`src/rtl/core/qcrc_pkg.sv`:
```
// Package for the quote/comment range classifier.
// Holds block geometry, register indexes, reset values and the pipeline stage type.
// No dependencies.
`default_nettype none

package qcrc_pkg;

  localparam int unsigned BLOCK_BYTES = 16;
  localparam int unsigned OUT_W       = 16;
  localparam int unsigned BYTE_W      = 8;
  // each resolve step retires at least two lanes, so half the lanes bounds the steps
  localparam int unsigned NUM_STEPS   = (BLOCK_BYTES + 1) / 2;
  // match stage + escape stage + resolve stages + output stage
  localparam int unsigned LATENCY     = NUM_STEPS + 3;

  typedef logic [BLOCK_BYTES-1:0] lane_t;

  localparam lane_t EVEN_LANES = lane_t'(16'h5555);
  localparam lane_t TOP_LANE   = lane_t'(1) << (BLOCK_BYTES - 1);

  typedef enum logic [1:0] {
    CFG_ESCAPE  = 2'd0,
    CFG_QUOTE   = 2'd1,
    CFG_COMMENT = 2'd2,
    CFG_NEWLINE = 2'd3
  } cfg_idx_e;

  localparam logic [BYTE_W-1:0] ESCAPE_RST  = 8'd92;
  localparam logic [BYTE_W-1:0] QUOTE_RST   = 8'd34;
  localparam logic [BYTE_W-1:0] COMMENT_RST = 8'd59;
  localparam logic [BYTE_W-1:0] NEWLINE_RST = 8'd10;

  // one item in flight through the range resolver
  typedef struct packed {
    lane_t esc;
    lane_t quotes;
    lane_t comments;
    lane_t newlines;
    lane_t q;       // quotes still open for resolution
    lane_t c;       // comment starts still open
    lane_t nl;      // newlines not yet consumed
    lane_t bounds;
  } stage_t;

endpackage

`default_nettype wire

```
`src/rtl/core/quote_comment_range_classifier.sv`:
```
// Quote/comment range classifier top level: 16-byte block in, six lane masks out.
// Accepts one item per cycle and marks each result with done_o; busy_o is always low.
// Eight resolve stages each retire one opener; the output stage forms the prefix xor.
// Reset clears the valid pipeline and loads the default character registers.
// Results are shown for one cycle under done_o; the receiver cannot stall.
// Depends on qcrc_pkg.
`default_nettype none

module quote_comment_range_classifier (
  input  wire logic        clk_i,
  input  wire logic        rst_ni,
  input  wire logic        start_i,
  output logic             busy_o,
  input  wire logic [63:0] bytes_low_i,
  input  wire logic [63:0] bytes_high_i,
  input  wire logic        cfg_we_i,
  input  wire logic [1:0]  cfg_idx_i,
  input  wire logic [7:0]  cfg_data_i,
  output logic             done_o,
  output logic [15:0]      escaped_mask_o,
  output logic [15:0]      quote_mask_o,
  output logic [15:0]      comment_mask_o,
  output logic [15:0]      newline_mask_o,
  output logic [15:0]      bound_mask_o,
  output logic [15:0]      inside_mask_o
);

  localparam int unsigned NS = qcrc_pkg::NUM_STEPS;

  function automatic qcrc_pkg::lane_t low_bit(input qcrc_pkg::lane_t m);
    return m & (~m + qcrc_pkg::lane_t'(1));
  endfunction

  // one iteration of the earliest-opener loop
  function automatic qcrc_pkg::stage_t resolve_step(input qcrc_pkg::stage_t s);
    qcrc_pkg::stage_t r;
    qcrc_pkg::lane_t  lq, lc, lo, hi, qn, keep;
    r  = s;
    lq = low_bit(s.q);
    lc = low_bit(s.c);
    qn = s.q;
    if ((lq != '0) && ((lc == '0) || (lq < lc))) begin
      lo = lq;
      qn = s.q & ~lo;
      hi = low_bit(qn);
    end else begin
      lo = lc;
      // newlines at or below the comment start are skipped
      hi = low_bit(s.nl & ~((lo << 1) - qcrc_pkg::lane_t'(1)));
    end
    if (hi == '0) begin
      hi = qcrc_pkg::TOP_LANE;
    end
    keep = ~((hi << 1) - qcrc_pkg::lane_t'(1));
    if ((s.q != '0) || (s.c != '0)) begin
      r.bounds = s.bounds | hi | lo;
      r.q      = qn & keep;
      r.c      = s.c & keep;
      r.nl     = s.nl & keep;
    end
    return r;
  endfunction

  // character registers
  logic [7:0] esc_ch_q, quo_ch_q, com_ch_q, nl_ch_q;

  always_ff @(posedge clk_i or negedge rst_ni) begin
    if (!rst_ni) begin
      esc_ch_q <= qcrc_pkg::ESCAPE_RST;
      quo_ch_q <= qcrc_pkg::QUOTE_RST;
      com_ch_q <= qcrc_pkg::COMMENT_RST;
      nl_ch_q  <= qcrc_pkg::NEWLINE_RST;
    end else if (cfg_we_i) begin
      case (qcrc_pkg::cfg_idx_e'(cfg_idx_i))
        qcrc_pkg::CFG_ESCAPE:  esc_ch_q <= cfg_data_i;
        qcrc_pkg::CFG_QUOTE:   quo_ch_q <= cfg_data_i;
        qcrc_pkg::CFG_COMMENT: com_ch_q <= cfg_data_i;
        qcrc_pkg::CFG_NEWLINE: nl_ch_q  <= cfg_data_i;
        default: ;
      endcase
    end
  end

  assign busy_o = 1'b0;

  // valid bits travel alongside the data
  logic [qcrc_pkg::LATENCY-1:0] vld_q, vld_d;

  assign vld_d = {vld_q[qcrc_pkg::LATENCY-2:0], start_i};

  always_ff @(posedge clk_i or negedge rst_ni) begin
    if (!rst_ni) begin
      vld_q <= '0;
    end else begin
      vld_q <= vld_d;
    end
  end

  // stage 1: byte compares
  logic [127:0]    blk;
  qcrc_pkg::lane_t esc_m_d, quo_m_d, com_m_d, nl_m_d;
  qcrc_pkg::lane_t esc_m_q, quo_m_q, com_m_q, nl_m_q;

  assign blk = {bytes_high_i, bytes_low_i};

  always_comb begin
    for (int i = 0; i < qcrc_pkg::BLOCK_BYTES; i++) begin
      esc_m_d[i] = (blk[8*i +: 8] == esc_ch_q);
      quo_m_d[i] = (blk[8*i +: 8] == quo_ch_q);
      com_m_d[i] = (blk[8*i +: 8] == com_ch_q);
      nl_m_d[i]  = (blk[8*i +: 8] == nl_ch_q);
    end
  end

  always_ff @(posedge clk_i) begin
    esc_m_q <= esc_m_d;
    quo_m_q <= quo_m_d;
    com_m_q <= com_m_d;
    nl_m_q  <= nl_m_d;
  end

  // stage 2: odd escape runs via carry from even and odd run starts
  qcrc_pkg::lane_t  run_st, ev_st, od_st, od1, od2, esc_v;
  qcrc_pkg::stage_t st0_d;
  qcrc_pkg::stage_t st_d [1:NS];
  qcrc_pkg::stage_t st_q [NS+1];

  always_comb begin
    run_st = esc_m_q & ~(esc_m_q << 1);
    ev_st  = run_st & qcrc_pkg::EVEN_LANES;
    od_st  = run_st & ~qcrc_pkg::EVEN_LANES;
    od1    = (esc_m_q + ev_st) & ~esc_m_q & ~qcrc_pkg::EVEN_LANES;
    od2    = (esc_m_q + od_st) & ~esc_m_q & qcrc_pkg::EVEN_LANES;
    esc_v  = od1 | od2;

    st0_d.esc      = esc_v;
    st0_d.quotes   = quo_m_q & ~esc_v;
    st0_d.comments = com_m_q & ~esc_v;
    st0_d.newlines = nl_m_q;
    st0_d.q        = quo_m_q & ~esc_v;
    st0_d.c        = com_m_q & ~esc_v;
    st0_d.nl       = nl_m_q;
    st0_d.bounds   = '0;
  end

  always_ff @(posedge clk_i) begin
    st_q[0] <= st0_d;
  end

  // resolve stages
  for (genvar k = 0; k < NS; k++) begin : g_res
    assign st_d[k+1] = resolve_step(st_q[k]);

    always_ff @(posedge clk_i) begin
      st_q[k+1] <= st_d[k+1];
    end
  end

  // output stage: inclusive prefix xor of the bounds
  qcrc_pkg::lane_t inside_d;

  always_comb begin
    for (int i = 0; i < qcrc_pkg::BLOCK_BYTES; i++) begin
      inside_d[i] = ^(st_q[NS].bounds & ~(~qcrc_pkg::lane_t'(0) << (i + 1)));
    end
  end

  always_ff @(posedge clk_i) begin
    escaped_mask_o <= qcrc_pkg::OUT_W'(st_q[NS].esc);
    quote_mask_o   <= qcrc_pkg::OUT_W'(st_q[NS].quotes);
    comment_mask_o <= qcrc_pkg::OUT_W'(st_q[NS].comments);
    newline_mask_o <= qcrc_pkg::OUT_W'(st_q[NS].newlines);
    bound_mask_o   <= qcrc_pkg::OUT_W'(st_q[NS].bounds);
    inside_mask_o  <= qcrc_pkg::OUT_W'(inside_d);
  end

  assign done_o = vld_q[qcrc_pkg::LATENCY-1];

endmodule

`default_nettype wire

```
`config.mk`:
```
export PLATFORM = sky130hd
export DESIGN_NAME = quote_comment_range_classifier
export DESIGN_NICKNAME = d
export VERILOG_FILES = /design/src/rtl/core/qcrc_pkg.sv /design/src/rtl/core/quote_comment_range_classifier.sv
export SDC_FILE = /design/constraint.sdc
export NUM_CORES = 2
export LEC_CHECK = 0
export ABC_AREA = 1
export BUFFER_PORTS_ARGS = -buffer_cell sky130_fd_sc_hd__buf_2
export CAP_MARGIN = 10
export CELL_PAD_IN_SITES_DETAIL_PLACEMENT = 0
export CELL_PAD_IN_SITES_GLOBAL_PLACEMENT = 1
export CORE_ASPECT_RATIO = 0.75
export CORE_MARGIN = 2
export CORE_UTILIZATION = 42
export CTS_CLUSTER_SIZE = 25
export DETAILED_ROUTE_END_ITERATION = 7
export GPL_TIMING_DRIVEN = 1
export PLACE_DENSITY = 0.73
export SETUP_SLACK_MARGIN = 0.15
export SLEW_MARGIN = 20
export SYNTH_ARGS = -nofsm -noshare
export SYNTH_HDL_FRONTEND = slang
export SYNTH_SLANG_ARGS = --single-unit
```
`constraint.sdc`:
```
create_clock -name clk_i -period 3.5 [get_ports clk_i]
set_input_delay 0.875 -clock clk_i [delete_from_list [all_inputs] [get_ports clk_i]]
set_output_delay 0.875 -clock clk_i [all_outputs]
set_load 0.01 [all_outputs]
```
==> reports/metrics.cfg <==
[run_status]
outcome = finished, violations left
violations = negative setup slack

[timing]
finalHoldViolCount = 0
fin_crit_sh_pct = 115
final.setup.tns_ns = -40.33
slew_headroom_pct = 19.0
layout_min_cycle_time_ns = 4.04
rsz0062_at_grt = yes
slew_viol_final = 0
fin_ws_ns = -0.539
tightest_slew_ns = 1.22
clock_skew_ns = 0.0728
fmax_ghz = 0.248
setup_viol = 227

[worst_setup_path]
path_class = register to register
crit_slowest_cell = dfxtp_1
max_stage_delay_ns = 0.32
r2r_cells = 28
cp.arrival_ns = 4.66
critPathCaptureType = register
cp_num_buf_inv = 7
reg2reg_slack_ns = -0.54
worst-path-stages = 28
timing.rr.end = st_q[0][184]$_DFF_P_
crit_fanout = 5
crit_family = simple AND/OR/NAND/NOR gates
cp_common_cell = nor2_4
crit_path_start_kind = register
required_ns = 4.12
crit-reg2reg-launch = st_q[0][99]$_DFF_P_

[place]
gp_congestion = 0.962
io_buffers = 237
dp_hpwl_um = 125000
place_inst = 8586
dpl_worst_slack_ns = -0.503

[synthesis]
synth_edf_count = 0
synth_area_um2 = 50800
ys_types = 63
postSynthCellCount = 6249
yosys_warnings = 0
ys_ff_latch = 1225
syn_area_per_cell_um2 = 8.12
async_flop_share_pct = 3.51
synth_seq_area_share_pct = 48.8
ys.flop_type = dfxtp_1

[floorplan]
placementRows = 110
die_h_um = 305
dieArea_um2 = 124000
core_um2 = 120000
pin_count = 240
chipWidth_um = 405
initial_utilization_pct = 42.3

[clock_network]
cts_hold_buffers = 0
clockBufferDepth = 3
clock_sinks = 1225
cts-root-buf = clkbuf_16
clk_pin_slew_ns = 0.07
cts_tree = yes
cts_buffers = 109
cts_max_level = 3
clk_latency_ns = 0.77

[global_route]
grt-ovfl-total = 0
grt_pass1_vias = 41900
grt_antenna_before_repair = 11
grt_max_degree = 44
met3_usage_pct = 4.58
grt_use_met1_pct = 40.8
gr-usage-met2_pct = 36.1
busiest_layer = met1
grt_util_all_layers_pct = 25.8
grt_pass1_wl_um = 246000

[final_layout]
finalNonFillerCells = 9105
layout.cells.most_common = dfxtp_1
layout-drive-gt1-share_pct = 30.8
fill_cells = 10800
final_cell_mix = dfxtp_1, nand2_1, buf_4, inv_1, nor2_1
area_growth_pct = 34.8
layout.nets = 7626

[detailed_routing]
num_vias = 44100
wl_um = 163000
drt-wirelength-per-cell_um = 17.9
drcViolationCount = 0
drt-vias-per-instance = 4.84
final_antenna_net_count = 0
drt-initial-drc-count = 3636
firstDrtPassIters = 6

[hold_path]
min_path_cells = 0
hold_class = register to register
hold_start = st_q[0][355]$_DFF_P_
hold_end = st_q[0][483]$_DFF_P_

[pwr]
max-vdd-ir-drop_mv = 0.427
power.leakage_nw = 31.1
power.density_nw_per_um2 = 514

[job]
cap_viol_max_count = 0

-- cell families (layout without fill, tap and decap cells) --
logic type	after synthesis	in the layout	share of synthesized area, %
AOI/OAI and AO/OA	450	450	5.62
other	1	31	0.00739
xor gates and xnor gates	511	511	8.89
DFF	1225	1225	48.8
adders and majority gates	92	92	2.27
and+or+nand+nor	2916	2919	26.3
buffers and inverters	1054	2253	8.09
-- Yosys cell counts, types with 10 or more instances --
| cell type | instances | area share, % |
|---|---|---|
| ha_1 | 92 | 2.3 |
| xnor2_1 | 443 | 7.6 |
| clkbuf_1 | 100 | 0.74 |
| nand2_1 | 1136 | 8.4 |
| buf_2 | 17 | 0.17 |
| nor3_1 | 107 | 1.1 |
| inv_1 | 811 | 6.0 |
| nand2_4 | 20 | 0.44 |
| dfstp_2 | 13 | 0.67 |
| buf_1 | 74 | 0.55 |
| nor2_2 | 70 | 0.86 |
| nand2_2 | 72 | 0.89 |
| inv_2 | 30 | 0.22 |
| or2_2 | 23 | 0.28 |
| a21boi_0 | 15 | 0.22 |
| nor4_1 | 34 | 0.42 |
| nand3b_1 | 20 | 0.30 |
| o211ai_1 | 94 | 1.4 |
| nand4_1 | 216 | 2.7 |
| nor2_4 | 43 | 0.95 |
| o21bai_1 | 21 | 0.31 |
| a21oi_1 | 70 | 0.69 |
| nor2_1 | 808 | 6.0 |
| nand3_1 | 313 | 3.1 |
| nand3_2 | 24 | 0.47 |
| dfxtp_1 | 1182 | 47 |
| o21ai_1 | 10 | 0.099 |
| o21ai_2 | 15 | 0.26 |
| xor2_1 | 63 | 1.1 |
| dfrtp_1 | 30 | 1.5 |
| o21ai_0 | 166 | 1.6 |
-- final cells by class --
class | count | area [µm²] | share of cell area, %
antenna | 1 | 2.50 | 0.00366
clock buffer | 152 | 3120 | 4.56
clock inverter | 47 | 774 | 1.13
inverter | 844 | 3190 | 4.67
multi-input combinational | 4002 | 25300 | 37.0
sequential | 1225 | 24800 | 36.2
tap | 1624 | 2030 | 2.97
timing repair buffer | 1210 | 9180 | 13.4
-- stage by stage --
| step | area [µm²] | utilization (%) | hold WS [ns] | total power, W |
|---|---|---|---|---|
| after floorplan | 51300 | - | 0.309 | 0.0190 |
| after global placement | 58600 | 48.8 | 0.310 | 0.0211 |
| after detailed placement | 58600 | 48.8 | 0.312 | 0.0212 |
| after CTS | 66500 | 55.4 | 0.223 | 0.0348 |
| after global routing | 68400 | 57.0 | 0.241 | 0.0366 |
| final | 68400 | 57.0 | 0.260 | 0.0352 |
-- flip-flops by register name (all words and copies together), names as in the netlist --
register,flops
esc_ch_q,8
com_ch_q,8
esc_m_q,16
nl_m_q,16
vld_q,11
bound_mask_o,15
st_q,1024
newline_mask_o,16
comment_mask_o,16
quote_mask_o,16
quo_ch_q,8
com_m_q,16
nl_ch_q,8
inside_mask_o,16
escaped_mask_o,15
quo_m_q,16
-- worst max-delay path by stage --
stage / start / to / slack [ns]
floorplan: st_q[0][304]$_SDFF_PN0_ / st_q[0][408]$_DFF_P_ / -0.12
global placement: st_q[0][96]$_DFF_P_ / st_q[0][184]$_DFF_P_ / -0.49
detailed placement: st_q[0][99]$_DFF_P_ / st_q[0][184]$_DFF_P_ / -0.50
CTS: st_q[0][305]$_SDFF_PN0_ / st_q[0][414]$_DFF_P_ / -0.23
global route: st_q[0][97]$_DFF_P_ / st_q[0][152]$_DFF_P_ / -0.67
finish: st_q[0][99]$_DFF_P_ / st_q[0][184]$_DFF_P_ / -0.54
-- power breakdown --
part | internal, W | total (W) | switching (W)
Sequential | 0.0146 | 0.0154 | 0.000832
Combinational | 0.00331 | 0.00710 | 0.00380
Clock | 0.00721 | 0.0126 | 0.00541
Total | 0.0251 | 0.0352 | 0.0100
-- repair_timing --
action	CTS	global route
gates cloned	5	1
resized for setup	517	397
hold endpoints to repair	0	0
endpoints found under the setup margin	343	412
buffers inserted	250	64
pin swaps	268	210
-- per-layer routing --
metal	vias to the layer above	routed length (µm)
met4	4	2590
met3	213	12200
met2	1441	64600
li1	21900	-
met1	20500	83300
met5	-	23
(Power assumes the default switching activity.)
